File: src/design/hts_pkg.sv
`default_nettype none

package hts_pkg;

  // field widths
  localparam int ALT_W = 24;
  localparam int COL_W = 10;
  localparam int CH_W  = 8;

  // default of the row buffer depth
  localparam int MAX_WIDTH_DEF = 1024;

  // output buffer
  localparam int OUT_DEPTH = 4;
  localparam int PTR_W     = $clog2(OUT_DEPTH);
  localparam int OCC_W     = $clog2(OUT_DEPTH + 1);

  // red, green, blue
  localparam int CHANNELS = 3;

  // register map, index = paddr[3:2]
  localparam logic [1:0] REG_SEA_LEVEL  = 2'd0;
  localparam logic [1:0] REG_OCEAN_EN   = 2'd1;
  localparam logic [1:0] REG_LINE_WIDTH = 2'd2;

  // reset values of the registers
  localparam logic signed [23:0] SEA_LEVEL_RST  = 24'sd0;
  localparam logic               OCEAN_EN_RST   = 1'b1;
  localparam logic [10:0]        LINE_WIDTH_RST = 11'd720;

  // slope factor: m = 3200 - 3*s clamped, factor = floor(256*m/25)
  localparam logic signed [28:0] SLOPE_BIAS = 29'sd3200;
  localparam logic [12:0]        SLOPE_MIN  = 13'd1760;
  localparam logic [12:0]        SLOPE_MAX  = 13'd4640;
  localparam logic [21:0]        RECIP_25   = 22'd2684355;  // ceil(2^26/25)

  // ramp spans and reciprocals, ceil(2^32/span)
  localparam logic [12:0] WATER_SPAN  = 13'd3520;
  localparam logic [12:0] LAND_SPAN   = 13'd4160;
  localparam logic [20:0] RECIP_WATER = 21'd1220162;
  localparam logic [20:0] RECIP_LAND  = 21'd1032445;

  // one pixel to be coloured
  typedef struct packed {
    logic                    valid;
    logic signed [ALT_W-1:0] alt;
    logic signed [ALT_W-1:0] right;
    logic signed [ALT_W-1:0] above;
    logic [COL_W-1:0]        col;
    logic                    last;
  } pix_req_t;

  // one finished pixel
  typedef struct packed {
    logic [CH_W-1:0]  red;
    logic [CH_W-1:0]  green;
    logic [CH_W-1:0]  blue;
    logic [COL_W-1:0] col;
    logic             last;
  } pix_out_t;

  // ramp base per channel
  function automatic logic [7:0] ramp_base(input logic water, input logic [1:0] ch);
    logic [7:0] v;
    case (ch)
      2'd0:    v = water ? 8'd30  : 8'd70;
      2'd1:    v = water ? 8'd70  : 8'd95;
      2'd2:    v = water ? 8'd120 : 8'd60;
      default: v = 8'd0;
    endcase
    return v;
  endfunction

  // ramp gain per channel
  function automatic logic [7:0] ramp_coef(input logic water, input logic [1:0] ch);
    logic [7:0] v;
    case (ch)
      2'd0:    v = water ? 8'd40 : 8'd165;
      2'd1:    v = water ? 8'd70 : 8'd140;
      2'd2:    v = water ? 8'd90 : 8'd150;
      default: v = 8'd0;
    endcase
    return v;
  endfunction

endpackage

`default_nettype wire

File: src/design/hts_out_fifo.sv
`default_nettype none

module hts_out_fifo (
  input  wire logic              clk,
  input  wire logic              rst_n,
  input  wire logic              push,
  input  wire hts_pkg::pix_out_t push_data,
  output logic                   pop_valid,
  input  wire logic              pop_ready,
  output hts_pkg::pix_out_t      pop_data
);

  hts_pkg::pix_out_t               buf_r [hts_pkg::OUT_DEPTH];
  logic [hts_pkg::PTR_W-1:0]       wr_ptr_r, rd_ptr_r;
  logic [hts_pkg::OCC_W-1:0]       count_r;
  logic                            pop;

  assign pop_valid = (count_r != '0);
  assign pop       = pop_valid && pop_ready;
  assign pop_data  = buf_r[rd_ptr_r];

  // pointers and fill count; the producer reserves space before it pushes
  always_ff @(posedge clk) begin
    if (!rst_n) begin
      wr_ptr_r <= '0;
      rd_ptr_r <= '0;
      count_r  <= '0;
    end else begin
      if (push) begin
        wr_ptr_r <= wr_ptr_r + 1'b1;
      end
      if (pop) begin
        rd_ptr_r <= rd_ptr_r + 1'b1;
      end
      count_r <= count_r + hts_pkg::OCC_W'(push) - hts_pkg::OCC_W'(pop);
    end
  end

  // storage
  always_ff @(posedge clk) begin
    if (push) begin
      buf_r[wr_ptr_r] <= push_data;
    end
  end

endmodule

`default_nettype wire

File: config.mk
export PLATFORM = sky130hd
export DESIGN_NAME = hts_out_fifo
export DESIGN_NICKNAME = d
export VERILOG_FILES = /design/src/design/hts_pkg.sv /design/src/design/hts_out_fifo.sv
export SDC_FILE = /design/constraint.sdc
export NUM_CORES = 1
export LEC_CHECK = 0
export BUFFER_PORTS_ARGS = -buffer_cell sky130_fd_sc_hd__buf_2
export CORE_MARGIN = 3
export CORE_UTILIZATION = 50
export DETAILED_ROUTE_END_ITERATION = 10
export PLACE_DENSITY = 0.79
export SYNTH_ARGS = -nofsm -noshare
export SYNTH_HDL_FRONTEND = slang
export SYNTH_SLANG_ARGS = --single-unit
File: constraint.sdc
create_clock -name clk -period 2.6 [get_ports clk]
set_input_delay 0.13 -clock clk [delete_from_list [all_inputs] [get_ports clk]]
set_output_delay 0.13 -clock clk [all_outputs]
set_load 0.05 [all_outputs]
Word-level counts from Yosys, hierarchy flattened
Memory sizes are Yosys's and may differ from the RTL's. A register that Yosys moved wholly into a read port is not among the register bits.
Cells that the tools add are included.
Operators by class
  add/sub/neg operators: 4
  mux-type cells: 4
  reductions and logical operators: 2
Operator list (number)
  2-bit by 1-bit adder with 2-bit output, second input constant: 2
  2-bit 2-to-1 mux: 2
  3-bit by 1-bit adder with 3-bit output: 1
  3-bit nonzero test: 1
  3-bit by 1-bit subtractor with 3-bit output: 1
  1-bit 2-to-1 mux: 2
  1-bit logical AND: 1
Word-level totals
  register bits after elaboration: 7
  RAM bits: 140
  output and inout bits: 36
  memories: 1
Memory list
  buf_r: words 4, bits a word 35, rd ports 1, clocked after Yosys merged registers in 1, write ports 1, line hts_out_fifo.sv:13  | hts_pkg::pix_out_t buf_r [hts_pkg::OUT_DEPTH];

Longest topological paths before layout
Gate-level depths: netlist of the first run.
  word-level depth: 4
  mapped depth: 7
  depth with buffers taken out: 7

Worst setup path before layout of the first run
Ideal clock, no wire load.
  kind: register to register
  from: register count_r[1] in the netlist's numbering
  to: register count_r[2] in the netlist's numbering
  arrival: 1.810 ns
  data required time: 2.485 ns
  path slack: 0.675 ns
  cell stages (with the launch flop): 8
  buffers on the path: 0
  period minus slack after synthesis: 1.925 ns
  cells stage by stage: dfxtp_1 > o31a_1 > ha_1 > inv_1 > ha_1 > fa_1 > xnor3_1 > and2_1
Between the ends
  longest elaborated chain between the ends: 3
  elaborated cells on any way between the ends: 4
  those cells by class: 2 x add/sub; 2 x reduce/logical
Ends and longest elaborated chain
  from (decl): line hts_out_fifo.sv:15  | logic [hts_pkg::OCC_W-1:0] count_r;
  from (signal assigned): line hts_out_fifo.sv:35  | count_r <= count_r + hts_pkg::OCC_W'(push) - hts_pkg::OCC_W'(pop);
  3-bit nonzero test: line hts_out_fifo.sv:18  | assign pop_valid = (count_r != '0);
  1-bit logical AND: line hts_out_fifo.sv:19  | assign pop = pop_valid && pop_ready;
  via pop: line hts_out_fifo.sv:16  | logic pop;
  3-bit by 1-bit subtractor with 3-bit output: line hts_out_fifo.sv:35
The timed path passes the listed nets, and every way through them passes these cells.
A chain may end at the register's enable or synchronous reset.

==> results of run 1 <==
## placed cells by master (no fill, tap or decap), drive strengths merged, types with 6 or more instances in the layout
cell type / count
edfxtp: 140
and2: 8
clkbuf: 18
ha: 6
dfxtp: 9
buf: 82
dlygate4sd3: 37
inv: 9
mux4: 35
## power groups by stage
stage          Sequential (mW)  Clock (mW)  Combinational (mW)
2_1_floorplan             2.86           0                1.38
3_3_place_gp              2.88           0                1.63
3_5_place_dp              2.89           0                1.65
4_1_cts                   2.84        2.48                1.70
5_1_grt                   2.86        2.61                1.78
6_report                  2.84        2.43                1.68
## worst max path at each step
stage,startpoint,endpoint,slack [ns],cells after the start
final,flop,pop_data[0],0.39,3
after global routing,flop,pop_data[0],0.27,3
after CTS,flop,pop_data[0],0.33,3
after detailed placement,count_r[1],count_r[2],0.57,7
after global placement,count_r[1],count_r[2],0.64,7
after floorplan,count_r[1],count_r[2],0.67,7
## area by class of cell
class	count	area (um^2)	area share
Multi-Input combinational cell	64	1079	0.1518
Tap cell	136	170.2	0.02396
Sequential cell	149	4387	0.6176
Clock inverter	14	176.4	0.02484
Clock buffer	18	417.9	0.05883
Inverter	6	22.52	0.003171
Timing Repair Buffer	119	850.8	0.1198
## sequential cells by signal (all words and copies together) (netlist names), named ones only
| name | cells |
|---|---|
| buf_r | 140 |
| count_r | 3 |
| rd_ptr_r | 2 |
| wr_ptr_r | 2 |
## timing repair
item / CTS / global route
hold buffers: 37 / 0
setup buffers: 0 / 0
endpoints found under the hold margin: 149 / 0
## cell families (layout without fill, tap and decap cells)
kind of cell | count (synthesis) | after routing
fa+ha+maj | 7 | 7
buf+inv | 14 | 157
compound gates | 2 | 2
xor+xnor | 2 | 2
mux | 39 | 39
flops | 149 | 149
simple gates | 14 | 14
## metal layers
| layer | wire (um) | GRT usage | vias to the layer above |
|---|---|---|---|
| met4 | 132 | 0.06569 | 0 |
| li1 | - | - | 1212 |
| met1 | 4111 | 0.2146 | 1386 |
| met2 | 5121 | 0.2851 | 72 |
| met3 | 475 | 0.05707 | 16 |
| met5 | 0 | 0 | - |
## worst max-delay path: stages (launching register included)
cell and delay, ns:
dfxtp_2 0.32, buf_4 0.35, mux4_1 0.65, buf_2 0.24
## per-stage QoR
step | setup WS [ns] | power, mW | cell area (um^2) | hold WS, ns | cells
6_report | 0.3883 | 6.948 | 7103 | 0.03642 | 506
5_1_grt | 0.2695 | 7.246 | 7103 | 0.02612 | 506
2_1_floorplan | 0.6746 | 4.237 | 5572 | 0.2289 | 227
3_3_place_gp | 0.6425 | 4.511 | 6138 | 0.3395 | 437
3_5_place_dp | 0.5652 | 4.547 | 6138 | 0.3476 | 437
4_1_cts | 0.3294 | 7.027 | 7103 | 0.005465 | 506
## synth_stat cells
cell | n | area, um^2
nand2b_1 | 2 | 12.51
mux4_1 | 5 | 131.4
dfxtp_1 | 9 | 180.2
edfxtp_1 | 140 | 4204
and2_1 | 8 | 50.05
mux4_2 | 30 | 675.7
inv_1 | 6 | 22.52
nand2_1 | 2 | 7.510
buf_12 | 3 | 60.06
o31a_1 | 1 | 8.760
ha_1 | 6 | 75.07
o311ai_0 | 1 | 8.760
buf_6 | 1 | 11.26
xor2_1 | 1 | 8.760
fa_1 | 1 | 20.02
buf_2 | 3 | 15.01
xnor3_1 | 1 | 22.52
mux2i_1 | 4 | 40.04
nor2b_1 | 1 | 6.260
or3_1 | 1 | 6.260
clkbuf_2 | 1 | 5.000
==> results.md, run 1 <==
* DRT Pass-1 Iters at 4
* Starting density of the core at 0.5256
* Core Footprint at 10600 um^2
* P_leak at 2.495 nW
* Post-CTS Resized at 0
* Final Cycle Share at 0.8507
* P_sw at 2.112 mW
* Worst-Skew Late Latency at between 0.5 and 0.6 ns
* Clk root buf: clkbuf_8
* Syn Inst Count at about 230
* Final ANT Viol Nets at 0
* Combinational share of power at 0.241
* Fillers at 659
* TNS Setup at 0 ns
* Clock Path Buffers at 2
* Reg2reg end: count_r[2]
* Final GP Congestion at around 0.7
* Setup Skew at 0.008734 ns
* Sequential area share after synthesis at 0.7869
* Post-synthesis simple-gate area fraction at 0.01482
* Total track usage at 0.1727
* Netlist cell types at 21
* Final setup violation count at 0
* Largest family of logic cells by synthesized area: multiplexers
* Die height at 111.6 um
* Reg2reg setup slack at 0.56 ns
* Placement Rows at 37
* Post-synthesis compound-gate area fraction at 0.003144
* Top fanout value on the critical path at 20
* Min Clock Period, post-route at approximately 2.2 ns
* Sink Count at 149
* PwrDens at between 900 and 1000 nW/um^2
* Slew headroom at 0.5704
* Worst ir drop on vdd at 0.5647 mV
* Avg Synthesized Cell Area at 24.54 um^2
* Hpwl dp at 5792 um
* P_int at 4.836 mW
* Nets at 403
* MaxCap Viol Count at 0
* Synth Area in Adders at 0.01707
* Antenna diodes at 0
* Synth-to-Final Area Change at 27.49%
* Congestion Overflow GR at 0
* DR vias at around 2700
* Critical R2R Launch: count_r[1]
* Wire per inst at approximately 19 um
* Hold WC Path Type: in -> reg
* Largest net degree at the start of global routing at 24
* TritonCTS clock tree: done
* Cell Area, Synth at 5572 um^2
* Post-route DRC at 0
* Die area at 12450 um^2
* Slew Limit Fails at 0
* Clk pwr share at 0.350
* Vias in the first global route at roughly 3000
* CP arrival at 2.08 ns
* Status: complete, no violations
* Initial DRC Count at 145
* X dimension of the die at 111.6 um
* Achievable frequency at 452.1 MHz
* Worst EP required at 2.47 ns
* Worst slew pin tran at 0.6445 ns
* Worst Reg2Reg Path Length in Cells at 7
* Initial antenna violation count at 0
* Global-route wire length before repair at 16060 um
* Hold_sp: pop_ready
* Seq pwr share at 0.409
* Post-Synth XOR/XNOR Area at 0.005614
* IO buf count at 74
* Final hold violation count at 0
* FF+latch count, synth at 149
* RSZ-0062 raised after global routing: no
* I/O pin count at between 70 and 80
* Final core occ at 0.6700
* Critical path type: reg -> out
* H-tree depth at 4
* Mux contribution to synthesized area at 0.1520
* Syn_nets at 273
* Hold Path Stages at 3
* Crit. End Element: output pin
* Yosys Warn Count at 0
* CTS buffer count at 17
* Critical path startpoint category: flop
* Final wirelength at 9840 um
* Vias per cell at between 5 and 6
* Switching portion of total power at 0.3040
* Layout cell share with drive strength beyond 1 at 0.4000
* Clock transition at path regs at roughly 0.060 ns
Note: power is estimated with default switching activity, not from simulation.
==> run 2, diff against run 1 <==
Settings changed: PLACE_DENSITY 0.79 to 0.71.
==> run 2 against run 1 <==
Power is 0.84% higher. Count of clock-buffer cells in the layout is 2 higher. Register-to-register slack better by 0.03 ns. Final cell count stayed put. Critical path type unchanged. Routed wire length is 5.8% lower. Sequential cell count stayed put.
==> results.md, run 2 (synthesis gave the netlist of run 1 again) <==
* Combinational share of power at 0.238
* Wire per inst at 18.32 um
* Slowest stage delay, CP at 0.65 ns
* Post-CTS Resized at 0
* Vias per cell at 5.206
* CP cell instances: buf_4 -> mux4_1 -> buf_2
* Starting density of the core at 0.5256
* Final setup violation count at 0
* Min Clock Period, post-route at 2.220 ns
* Post-route DRC at 0
* Largest net degree at the start of global routing at 25
* Sink Count at 149
* P_sw at around 2 mW
* Buf/Inv on CP at 2
* Layout cell share with drive strength beyond 1 at 0.3865
* Final GP Congestion at 0.6838
* DRT Pass-1 Iters at 4
* Fillers at 694
* X dimension of the die at 111.6 um
* Worst slew pin tran at 0.5225 ns
* Setup WS pre-CTS at roughly 0.59 ns
* Final ANT Viol Nets at 0
* Vias in the first global route at 2962
* Seq pwr share at 0.406
* Hpwl dp at around 5500 um
* CP arrival at about 2.1 ns
* Clock Path Buffers at 2
* CP top delay family: multiplexers
* Critical path type: reg -> out
* RSZ-0062 raised after global routing: no
* Switching portion of total power at 0.2862
* Most frequent cells in the layout: edfxtp_1, buf_2, dlygate4sd3_1
* Worst setup margin at 0.3799 ns
* Die area at 12450 um^2
* Antenna diodes at 0
* TritonCTS clock tree: done
* Initial antenna violation count at 0
* Core Footprint at 10600 um^2
* Worst ir drop on vdd at 0.6217 mV
* Initial DRC Count at 162
* Largest registers: buf_r: 140 flops, count_r: 3 flops
* Slew Limit Fails at 0
* Placement Rows at 37
* P_int at 5.001 mW
* H-tree depth at 4
* Slew headroom at 0.6517
* Achievable frequency at 450.4 MHz
* P_leak at 2.516 nW
* Total track usage at 0.1626
* Final Cycle Share at 0.8539
* Status: complete, no violations
* DR vias at 2634
* PwrDens at 983.1 nW/um^2
* Setup Skew at 0.007583 ns
* Final hold violation count at 0
* Nets at 404
* Final wirelength at just over 9000 um
* Top fanout value on the critical path at 20
* Critical path startpoint category: flop
* WHS at 0.05142 ns
* Design area at 7127 um^2
* I/O pin count at 75
* Top reg by flops: buf_r
* Global-route wire length before repair at 15160 um
* Clk pwr share at 0.356
* Commonest non-fill, non-tap cell in the layout: edfxtp_1
* Number of flip-flops in the largest register at 140
* Total power at 7.006 mW
* Crit. End Element: output pin
* Worst EP required at 2.47 ns
* Worst-Skew Late Latency at 0.51 ns
* CTS buffer count at 17
* Congestion Overflow GR at 0
* MaxCap Viol Count at 0
* IO buf count at between 70 and 80
* Synth-to-Final Area Change at 27.91%
* Clk root buf: clkbuf_8
* Placed instance area at 6138 um^2
* TNS Setup at 0 ns
* Clock transition at path regs at around 0.06 ns
* Critical-path top delay cell: mux4_1
* Hold WC Path Type: in -> reg
* Setup bufs post-CTS at 0
* Die height at 111.6 um
==> run 2: worst min-delay path: stages <==
cell	delay [ns]
buf_2	0.16
xor2_1	0.08
and2_1	0.14
==> run 2: final timing paths <==
kind,start,depth (start not counted),slack (ns),end
max,flop,3,0.38,pop_data[2]
min,push,3,0.05,wr_ptr_r[0]
max reg2reg,count_r[1],7,0.59,count_r[2]
min reg2reg,rd_ptr_r[1],2,0.49,flop
==> run 2: cell type report <==
type | count | area (um^2) | area share
sequential | 149 | 4387 | 0.6155
multi-input combinational | 64 | 1079 | 0.1513
timing repair buffer | 120 | 860.8 | 0.1208
clock buffer | 20 | 425.4 | 0.05969
clock inverter | 11 | 182.7 | 0.02563
tap | 136 | 170.2 | 0.02388
inverter | 6 | 22.52 | 0.003160
==> run 2: per-layer routing <==
metal,routed length (um),GRT usage
met1,4129,0.2101
met2,4610,0.2638
met3,436,0.04891
met4,91,0.06083
met5,0,0
==> run 2: timing repair <==
| action | 4_1_cts | 5_1_grt |
|---|---|---|
| endpoints found under the hold margin | 149 | 0 |
| hold buffers | 38 | 0 |
| endpoints found under the setup margin | 0 | 0 |
==> run 2: power groups by stage <==
stage	combinational [mW]	clock (mW)	sequential (mW)
floorplan	1.38	0	2.86
global placement	1.63	0	2.88
detailed placement	1.65	0	2.90
CTS	1.70	2.54	2.85
global route	1.78	2.65	2.86
finish	1.67	2.49	2.84
==> run 2: stage by stage <==
stage	cells	util
after floorplan	227	-
after global placement	437	0.5790
after detailed placement	437	0.5790
after CTS	506	0.6723
after global routing	506	0.6723
final	506	0.6723
