--- src/design/hts_pkg.sv ---
`default_nettype none

package hts_pkg;

  // field widths
  localparam int ALT_W = 24;
  localparam int COL_W = 10;
  localparam int CH_W  = 8;

  // default of the row buffer depth
  localparam int MAX_WIDTH_DEF = 1024;

  // output buffer
  localparam int OUT_DEPTH = 4;
  localparam int PTR_W     = $clog2(OUT_DEPTH);
  localparam int OCC_W     = $clog2(OUT_DEPTH + 1);

  // red, green, blue
  localparam int CHANNELS = 3;

  // register map, index = paddr[3:2]
  localparam logic [1:0] REG_SEA_LEVEL  = 2'd0;
  localparam logic [1:0] REG_OCEAN_EN   = 2'd1;
  localparam logic [1:0] REG_LINE_WIDTH = 2'd2;

  // reset values of the registers
  localparam logic signed [23:0] SEA_LEVEL_RST  = 24'sd0;
  localparam logic               OCEAN_EN_RST   = 1'b1;
  localparam logic [10:0]        LINE_WIDTH_RST = 11'd720;

  // slope factor: m = 3200 - 3*s clamped, factor = floor(256*m/25)
  localparam logic signed [28:0] SLOPE_BIAS = 29'sd3200;
  localparam logic [12:0]        SLOPE_MIN  = 13'd1760;
  localparam logic [12:0]        SLOPE_MAX  = 13'd4640;
  localparam logic [21:0]        RECIP_25   = 22'd2684355;  // ceil(2^26/25)

  // ramp spans and reciprocals, ceil(2^32/span)
  localparam logic [12:0] WATER_SPAN  = 13'd3520;
  localparam logic [12:0] LAND_SPAN   = 13'd4160;
  localparam logic [20:0] RECIP_WATER = 21'd1220162;
  localparam logic [20:0] RECIP_LAND  = 21'd1032445;

  // one pixel to be coloured
  typedef struct packed {
    logic                    valid;
    logic signed [ALT_W-1:0] alt;
    logic signed [ALT_W-1:0] right;
    logic signed [ALT_W-1:0] above;
    logic [COL_W-1:0]        col;
    logic                    last;
  } pix_req_t;

  // one finished pixel
  typedef struct packed {
    logic [CH_W-1:0]  red;
    logic [CH_W-1:0]  green;
    logic [CH_W-1:0]  blue;
    logic [COL_W-1:0] col;
    logic             last;
  } pix_out_t;

  // ramp base per channel
  function automatic logic [7:0] ramp_base(input logic water, input logic [1:0] ch);
    logic [7:0] v;
    case (ch)
      2'd0:    v = water ? 8'd30  : 8'd70;
      2'd1:    v = water ? 8'd70  : 8'd95;
      2'd2:    v = water ? 8'd120 : 8'd60;
      default: v = 8'd0;
    endcase
    return v;
  endfunction

  // ramp gain per channel
  function automatic logic [7:0] ramp_coef(input logic water, input logic [1:0] ch);
    logic [7:0] v;
    case (ch)
      2'd0:    v = water ? 8'd40 : 8'd165;
      2'd1:    v = water ? 8'd70 : 8'd140;
      2'd2:    v = water ? 8'd90 : 8'd150;
      default: v = 8'd0;
    endcase
    return v;
  endfunction

endpackage

`default_nettype wire

--- src/design/hts_shade_pipe.sv ---
`default_nettype none

module hts_shade_pipe (
  input  wire logic                             clk,
  input  wire logic                             rst_n,
  input  wire logic signed [hts_pkg::ALT_W-1:0] sea_level,
  input  wire logic                             ocean_en,
  input  wire hts_pkg::pix_req_t                req,
  output logic                                  pix_valid,
  output hts_pkg::pix_out_t                     pix
);

  // stage 1 comb
  logic signed [24:0] dr, du, dd, nd;
  logic signed [25:0] s_sum;
  logic signed [28:0] s_ext, s3, m_raw;
  logic [12:0]        m_nxt, u_nxt;
  logic               water_nxt;

  // stage registers
  logic                    s1_v_r, s2_v_r, s3_v_r, s4_v_r;
  logic                    s1_water_r, s2_water_r, s3_water_r, s4_water_r;
  logic [12:0]             s1_m_r, s1_u_r;
  logic [hts_pkg::COL_W-1:0] s1_col_r, s2_col_r, s3_col_r, s4_col_r;
  logic                    s1_last_r, s2_last_r, s3_last_r, s4_last_r;
  logic [15:0]             s2_fac_r, s3_fac_r;
  logic [19:0]             s2_vc_r [hts_pkg::CHANNELS];
  logic [7:0]              s3_q_r  [hts_pkg::CHANNELS];
  logic [7:0]              s4_c_r  [hts_pkg::CHANNELS];
  logic [23:0]             s4_p_r  [hts_pkg::CHANNELS];

  // stage 2..4 comb
  logic [42:0] fac_prod;
  logic [20:0] vc_full [hts_pkg::CHANNELS];
  logic [40:0] q_prod  [hts_pkg::CHANNELS];
  logic [20:0] recip;
  logic [8:0]  c_sum   [hts_pkg::CHANNELS];
  logic [8:0]  shaded  [hts_pkg::CHANNELS];
  logic [7:0]  chan    [hts_pkg::CHANNELS];

  // slope sum, slope factor numerator and ramp position
  always_comb begin
    dr    = $signed({req.right[23], req.right}) - $signed({req.alt[23], req.alt});
    du    = $signed({req.above[23], req.above}) - $signed({req.alt[23], req.alt});
    s_sum = $signed({dr[24], dr}) + $signed({du[24], du});
    s_ext = $signed({{3{s_sum[25]}}, s_sum});
    s3    = (s_ext <<< 1) + s_ext;
    m_raw = hts_pkg::SLOPE_BIAS - s3;
    if (m_raw < $signed({16'd0, hts_pkg::SLOPE_MIN})) begin
      m_nxt = hts_pkg::SLOPE_MIN;
    end else if (m_raw > $signed({16'd0, hts_pkg::SLOPE_MAX})) begin
      m_nxt = hts_pkg::SLOPE_MAX;
    end else begin
      m_nxt = m_raw[12:0];
    end

    dd        = $signed({sea_level[23], sea_level}) - $signed({req.alt[23], req.alt});
    nd        = -dd;
    water_nxt = ocean_en && (dd > 25'sd0);
    if (water_nxt) begin
      // depth below sea, saturated
      if (dd >= $signed({12'd0, hts_pkg::WATER_SPAN})) begin
        u_nxt = 13'd0;
      end else begin
        u_nxt = hts_pkg::WATER_SPAN - dd[12:0];
      end
    end else if (dd > 25'sd0) begin
      u_nxt = 13'd0;
    end else if (nd > $signed({12'd0, hts_pkg::LAND_SPAN})) begin
      u_nxt = hts_pkg::LAND_SPAN;
    end else begin
      u_nxt = nd[12:0];
    end
  end

  // factor = floor(256*m/25), ramp products per channel
  always_comb begin
    fac_prod = 43'({s1_m_r, 8'd0}) * 43'(hts_pkg::RECIP_25);
    for (int i = 0; i < hts_pkg::CHANNELS; i++) begin
      vc_full[i] = 21'(s1_u_r) * 21'(hts_pkg::ramp_coef(s1_water_r, 2'(i)));
    end
  end

  // divide by the ramp span through its reciprocal
  always_comb begin
    recip = s2_water_r ? hts_pkg::RECIP_WATER : hts_pkg::RECIP_LAND;
    for (int i = 0; i < hts_pkg::CHANNELS; i++) begin
      q_prod[i] = 41'(s2_vc_r[i]) * 41'(recip);
    end
  end

  // add base
  always_comb begin
    for (int i = 0; i < hts_pkg::CHANNELS; i++) begin
      c_sum[i] = 9'(hts_pkg::ramp_base(s3_water_r, 2'(i))) + 9'(s3_q_r[i]);
    end
  end

  // scale by slope and saturate, water goes unshaded
  always_comb begin
    for (int i = 0; i < hts_pkg::CHANNELS; i++) begin
      shaded[i] = s4_p_r[i][23:15];
      if (s4_water_r) begin
        chan[i] = s4_c_r[i];
      end else if (shaded[i][8]) begin
        chan[i] = 8'hFF;
      end else begin
        chan[i] = shaded[i][7:0];
      end
    end
  end

  assign pix_valid = s4_v_r;
  assign pix.red   = chan[0];
  assign pix.green = chan[1];
  assign pix.blue  = chan[2];
  assign pix.col   = s4_col_r;
  assign pix.last  = s4_last_r;

  // valid chain
  always_ff @(posedge clk) begin
    if (!rst_n) begin
      s1_v_r <= 1'b0;
      s2_v_r <= 1'b0;
      s3_v_r <= 1'b0;
      s4_v_r <= 1'b0;
    end else begin
      s1_v_r <= req.valid;
      s2_v_r <= s1_v_r;
      s3_v_r <= s2_v_r;
      s4_v_r <= s3_v_r;
    end
  end

  // payload stages
  always_ff @(posedge clk) begin
    s1_water_r <= water_nxt;
    s1_m_r     <= m_nxt;
    s1_u_r     <= u_nxt;
    s1_col_r   <= req.col;
    s1_last_r  <= req.last;

    s2_water_r <= s1_water_r;
    s2_fac_r   <= fac_prod[41:26];
    s2_col_r   <= s1_col_r;
    s2_last_r  <= s1_last_r;

    s3_water_r <= s2_water_r;
    s3_fac_r   <= s2_fac_r;
    s3_col_r   <= s2_col_r;
    s3_last_r  <= s2_last_r;

    s4_water_r <= s3_water_r;
    s4_col_r   <= s3_col_r;
    s4_last_r  <= s3_last_r;

    for (int i = 0; i < hts_pkg::CHANNELS; i++) begin
      s2_vc_r[i] <= vc_full[i][19:0];
      s3_q_r[i]  <= q_prod[i][39:32];
      s4_c_r[i]  <= c_sum[i][7:0];
      s4_p_r[i]  <= 24'(c_sum[i][7:0]) * 24'(s3_fac_r);
    end
  end

endmodule

`default_nettype wire

--- config.mk ---
export PLATFORM = sky130hd
export DESIGN_NAME = hts_shade_pipe
export DESIGN_NICKNAME = d
export VERILOG_FILES = /design/src/design/hts_pkg.sv /design/src/design/hts_shade_pipe.sv
export SDC_FILE = /design/constraint.sdc
export NUM_CORES = 2
export LEC_CHECK = 0
export BUFFER_PORTS_ARGS = -buffer_cell sky130_fd_sc_hd__buf_2
export CAP_MARGIN = 20
export CORE_AREA = 2 2 450 452
export DETAILED_ROUTE_END_ITERATION = 16
export DIE_AREA = 0 0 452 454
export HOLD_SLACK_MARGIN = 0.05
export PLACE_DENSITY = 0.56
export SYNTH_ARGS = -nofsm -noshare
export SYNTH_HDL_FRONTEND = slang
export SYNTH_SLANG_ARGS = --single-unit
--- constraint.sdc ---
create_clock -name clk -period 6.5 [get_ports clk]
set_clock_uncertainty 0.15 [all_clocks]
set_input_delay 0.65 -clock clk [delete_from_list [all_inputs] [get_ports clk]]
set_output_delay 0.65 -clock clk [all_outputs]
set_load 0.02 [all_outputs]
# [Yosys cells after proc, flatten, opt, wreduce, memory -nomap -nowiden]
# Memory sizes are Yosys's and may differ from the RTL's.
# Index checks and enable logic that the tools add are counted.
[op_classes] n_addsub=11 n_mux=18 magnitude_cmp=5 n_mul=10 reduce_logical=2
[ops] op="$mul 20x21->40" n=3
[ops] op="$sub 24x24->25" n=3
[ops] op="$mul 8x16->24" n=3
[ops] op="$mux 8" n=9
[ops] op="$mux 13" n=5
[ops] op="$mul 13x8->20" n=3
[ops] op="$mul 13x22->34 const B" n=1
[ops] op="$gt 29x14->1 const B" n=1
[ops] op="$lt 29x12->1 const B" n=1
[ops] op="$sub 13x28->29 const A" n=1
[ops] op="$add 27x26->28" n=1
[ops] op="$add 25x25->26" n=1
[ops] op="$ge 25x13->1 const B" n=1
[ops] op="$gt 25x1->1 const B" n=1
[ops] op="$gt 25x14->1 const B" n=1
[ops] op="$neg 25->25" n=1
[ops] op="$add 7x8->8" n=3
[ops] op="$mux 21" n=1
[ops] op="$mux 7" n=2
[ops] op="$sub 12x13->13 const A" n=1
[ops] op="$mux 5" n=1
[ops] op="$reduce_or 2->1" n=1
[ops] op="$logic_and 1x1->1" n=1
[word_totals] ramBits=180 elab_cells=71 memories=4 inputBits=111 out_inout_bits=36 register_bits=110
[memory_table] name="s4_p_r" depth=3 word_bits=24 read_ports=3 rd_ports_with_merged_regs=0 write_ports=3 line_no="hts_shade_pipe.sv:30" text="logic [23:0] s4_p_r [hts_pkg::CHANNELS];"
[memory_table] name="s2_vc_r" depth=3 word_bits=20 read_ports=3 rd_ports_with_merged_regs=0 write_ports=3 line_no="hts_shade_pipe.sv:27" text="logic [19:0] s2_vc_r [hts_pkg::CHANNELS];"
[memory_table] name="s3_q_r" depth=3 word_bits=8 read_ports=3 rd_ports_with_merged_regs=0 write_ports=3 line_no="hts_shade_pipe.sv:28" text="logic [7:0] s3_q_r [hts_pkg::CHANNELS];"
[memory_table] name="s4_c_r" depth=3 word_bits=8 read_ports=3 rd_ports_with_merged_regs=0 write_ports=3 line_no="hts_shade_pipe.sv:29" text="logic [7:0] s4_c_r [hts_pkg::CHANNELS];"

# [Depth between registers and ports, before layout]
[logic_depth] ltp_word=6 depth_mapped=32 mapped_depth_nobuf=31

# [Least setup slack after synthesis]
# Ideal clock, no wire load.
[synth_path] path_kind="register to register" from="register s2_water_r" to="memory s3_q_r[0][7]" path_stages_with_launch=28 t_arrival_ps=6935 setup_slack_ps=-657 setup_time_ps=72 t_required_ps=6278 path_cell_list="dfxtp_1 -> clkbuf_1 -> clkbuf_1 -> clkbuf_1 -> buf_1 -> nand2_1 -> fa_1 -> inv_1 -> fa_1 -> fa_1 -> fa_1 -> inv_1 -> fa_1 -> inv_1 -> fa_1 -> fa_1 -> ha_1 -> a21o_1 -> a21o_1 -> a21oi_1 -> o21ai_0 -> nand2_1 -> o31a_1 -> nand3_1 -> a31oi_1 -> o21ai_0 -> a21oi_1 -> xnor2_1"
[synth_rtl] item="from (decl)" line_no="hts_shade_pipe.sv:22" text="logic s1_water_r, s2_water_r, s3_water_r, s4_water_r;"
[synth_rtl] item="from (signal assigned)" line_no="hts_shade_pipe.sv:143" text="s2_water_r <= s1_water_r;"
[synth_rtl] item="to (decl)" line_no="hts_shade_pipe.sv:28"

==> impl_metrics.env <==
export IMPL_wl_per_cell_um=15.1
export IMPL_min_from="req[83]"
export IMPL_path_max_fanout=8
export IMPL_max_slew_margin_pct=36.9
export IMPL_hpwlAfterDp_mm=128
export IMPL_dr_pass1_iters=5
export IMPL_max_cap_viol_count=0
export IMPL_arrival_ns=7.09
export IMPL_worst_slew_pin_slew_ns=0.945
export IMPL_io_pins=147
export IMPL_htreeDepth=2
export IMPL_final_setup_tns_ns=-1.99
export IMPL_drt_iter0_markers=1487
export IMPL_violations="negative setup slack"
export IMPL_clk_latency_ns=0.59
export IMPL_die_w_um=452
export IMPL_rsz0062_at_grt="yes"
export IMPL_status="finished with violations"
export IMPL_yosys_cell_types_count=81
export IMPL_hp_class="input port to flip-flop"
export IMPL_start_kind="flip-flop"
export IMPL_finish_instance_area_sq_mm=0.0713
export IMPL_numCtsBuffers=34
export IMPL_fin_util_pct=35.5
export IMPL_die_area_sq_mm=0.205
export IMPL_post_route_drc_count=0
export IMPL_crit_top_cell="a21o_1"
export IMPL_whs_path_depth=2
export IMPL_crit_required_ns=6.81
export IMPL_reg2reg_depth=26
export IMPL_grt_use_total_pct=14.5
export IMPL_hold_path_end="s1_v_r"
export IMPL_start_util_pct=29.8
export IMPL_nNetsFinal=9292
export IMPL_antenna_found_initial=2
export IMPL_cts_root_buf="clkbuf_16"
export IMPL_synth_edf_count=0
export IMPL_clockBufferDepth=3
export IMPL_placed_cell_area_sq_mm=0.0682
export IMPL_drive_gt1_share_pct=15.7
export IMPL_cp_slowest_cell="fa_2"
export IMPL_synth_area_sq_mm=0.0599
export IMPL_vias_per_cell=4.37
export IMPL_avgSynthCellArea_sq_um=9.63
export IMPL_portBuffers=146
export IMPL_setup_violations_final=14
export IMPL_fin_ws_ns=-0.277
export IMPL_fin_crit_sh_pct=104
export IMPL_r2r_end="s3_q_r[0][12]"
export IMPL_n_antenna_cell=0
export IMPL_synth_ff_type="dfxtp_1"
export IMPL_grt_pass1_wl_mm=240
export IMPL_synth_warnings=0
export IMPL_syn_to_final_growth_pct=19.0
export IMPL_first_global_vias=46600
export IMPL_finalCriticalPeriod_ns=6.78
export IMPL_endpoint_kind="flip-flop"
export IMPL_cts_sinks=243
export IMPL_rrSetupSlack_ns=-0.28
export IMPL_cts_tree="built"
export IMPL_drv_slew=0
export IMPL_clk_pin_slew_ns=0.06
export IMPL_core_area_sq_mm=0.201
export IMPL_die_y_um=454
export IMPL_yosysSeqAreaShare_pct=8.12
export IMPL_timing_rr_start="s2_water_r"
export IMPL_wirelength_mm=146
export IMPL_syn_inst=6224
export IMPL_fmax_ghz=0.148
export IMPL_row_count=165
export IMPL_criticalPathCategory="flip-flop to flip-flop"
export IMPL_ant_nets=0
export IMPL_globalplace_congestion=0.875
export IMPL_grt_max_degree=49
export IMPL_vias=42100
export IMPL_report_final_hold_viol_count=0
export IMPL_slowest_delay_ns=0.60
export IMPL_fill_cells=20300
export IMPL_grt_ovfl_total=0
export IMPL_async_flop_share_pct=0
export IMPL_ys_ff_latch=243
cells in the mapped netlist (6+ instances only):
cell / number / area, sq um
o21bai_1: 45 / 338
mux2i_1: 6 / 60.1
o211ai_1: 20 / 150
or3_1: 13 / 81.3
xnor2_1: 145 / 1270
a21boi_0: 6 / 45.0
inv_1: 1714 / 6430
a2111oi_0: 8 / 70.1
or4_1: 6 / 45.0
o2111ai_1: 9 / 78.8
nand2_1: 414 / 1550
and3_1: 15 / 93.8
a31oi_1: 14 / 87.6
or2_2: 34 / 213
a211oi_1: 20 / 150
ha_1: 1017 / 12700
dfxtp_1: 243 / 4860
nand3_1: 40 / 200
a21o_1: 78 / 586
xor2_1: 58 / 508
and2_1: 183 / 1140
nor3_1: 46 / 230
nand4_1: 20 / 125
nor3b_1: 6 / 45.0
clkbuf_1: 110 / 413
o31ai_1: 9 / 67.6
nor2_1: 168 / 631
nand2b_1: 79 / 494
o21ai_0: 114 / 571
o21a_1: 31 / 233
nor2b_1: 71 / 444
fa_1: 1207 / 24200
nor4_1: 15 / 93.8
a21oi_1: 162 / 811
a211o_1: 6 / 52.6
sequential cells by signal (all words and copies together), names as in the netlist, 13 cells and up:
name      cells
s3_fac_r     16
s4_p_r       27
s2_fac_r     16
s1_m_r       13
s1_u_r       13
s3_q_r       24
s2_vc_r      58
s4_c_r       24
critical path: cells and delay by family, from the launching register on:
kind	cells	cell delay, ns
adder cells (fa/ha/maj)	8	3.67
flip-flops	1	0.39
AND/OR/NAND/NOR	3	0.24
AO/OA/AOI/OAI	9	1.47
XOR/XNOR	1	0.14
buffers and inverters	5	0.58
layout by cell type (no fill, tap or decap), types with 38 or more instances in the layout:
cell / instances
inv_1: 1672
fa_1: 1149
ha_1: 974
buf_4: 505
nand2_1: 395
dfxtp_1: 240
and2_1: 173
nor2_1: 158
buf_2: 145
xnor2_1: 141
a21oi_1: 137
conb_1: 102
o21ai_0: 95
a21o_1: 77
nor2b_1: 58
fa_2: 58
nand2b_1: 57
xor2_1: 57
o21bai_1: 45
clkbuf_16: 38
cells by family (layout without fill, tap and decap cells):
group | after synthesis | in the layout | share of synthesized area, %
adders and majority gates | 2225 | 2225 | 61.6
xor gates and xnor gates | 204 | 204 | 2.99
other | 2 | 102 | 0.0125
buffers and inverters | 1828 | 2485 | 11.5
and+or+nand+nor | 1124 | 1124 | 9.22
AOI/OAI and AO/OA | 592 | 592 | 6.51
muxes | 6 | 6 | 0.100
DFF | 243 | 243 | 8.12
per-stage QoR:
stage	cells	hold slack (ns)	setup WS (ns)
3_5_place_dp	9540	0.162	-0.819
2_1_floorplan	6324	0.160	-0.00713
6_report	9653	0.118	-0.277
3_3_place_gp	9540	0.161	-0.770
4_1_cts	9631	0.0761	-0.343
5_1_grt	9653	0.117	-0.467
final cells by class:
type	instances	area, sq um	area share [%]
repair buffers	711	5470	7.68
inverters	1714	6460	9.06
flip-flops and latches	243	4870	6.83
multi-input cells	4253	50000	70.2
well taps	2672	3340	4.69
clock buffers	39	911	1.28
clock inverters	21	184	0.258
repair_timing:
item	in CTS	in global routing
resized for setup	137	208
gates cloned	3	4
setup buffers	18	23
endpoints found under the hold margin	11	0
pin swaps	100	175
endpoints found under the setup margin	37	50
hold buffers	11	0
metal layers:
layer  up-vias  global-route usage, %  wire length (um)
li1      20400                      -                 -
met2       511                   26.0             72400
met3       136                   1.35              3940
met5         -                      0                 8
met1     21100                   18.8             66100
met4         2                   3.07              3210
worst max path at each step:
| stage | start | to | slack, ns | cells after the start |
|---|---|---|---|---|
| floorplan | s2_water_r | s3_q_r[0][15] | -0.007 | 27 |
| CTS | s2_water_r | s3_q_r[0][14] | -0.34 | 26 |
| finish | s2_water_r | s3_q_r[0][12] | -0.28 | 26 |
| global placement | req[11] | s1_m_r[5] | -0.77 | 31 |
| global route | s2_water_r | s3_q_r[0][12] | -0.47 | 26 |
| detailed placement | req[11] | s1_m_r[6] | -0.82 | 32 |
Power is not shown: default switching activity piles up to over one toggle a cycle in this logic, so the estimate is an artifact.
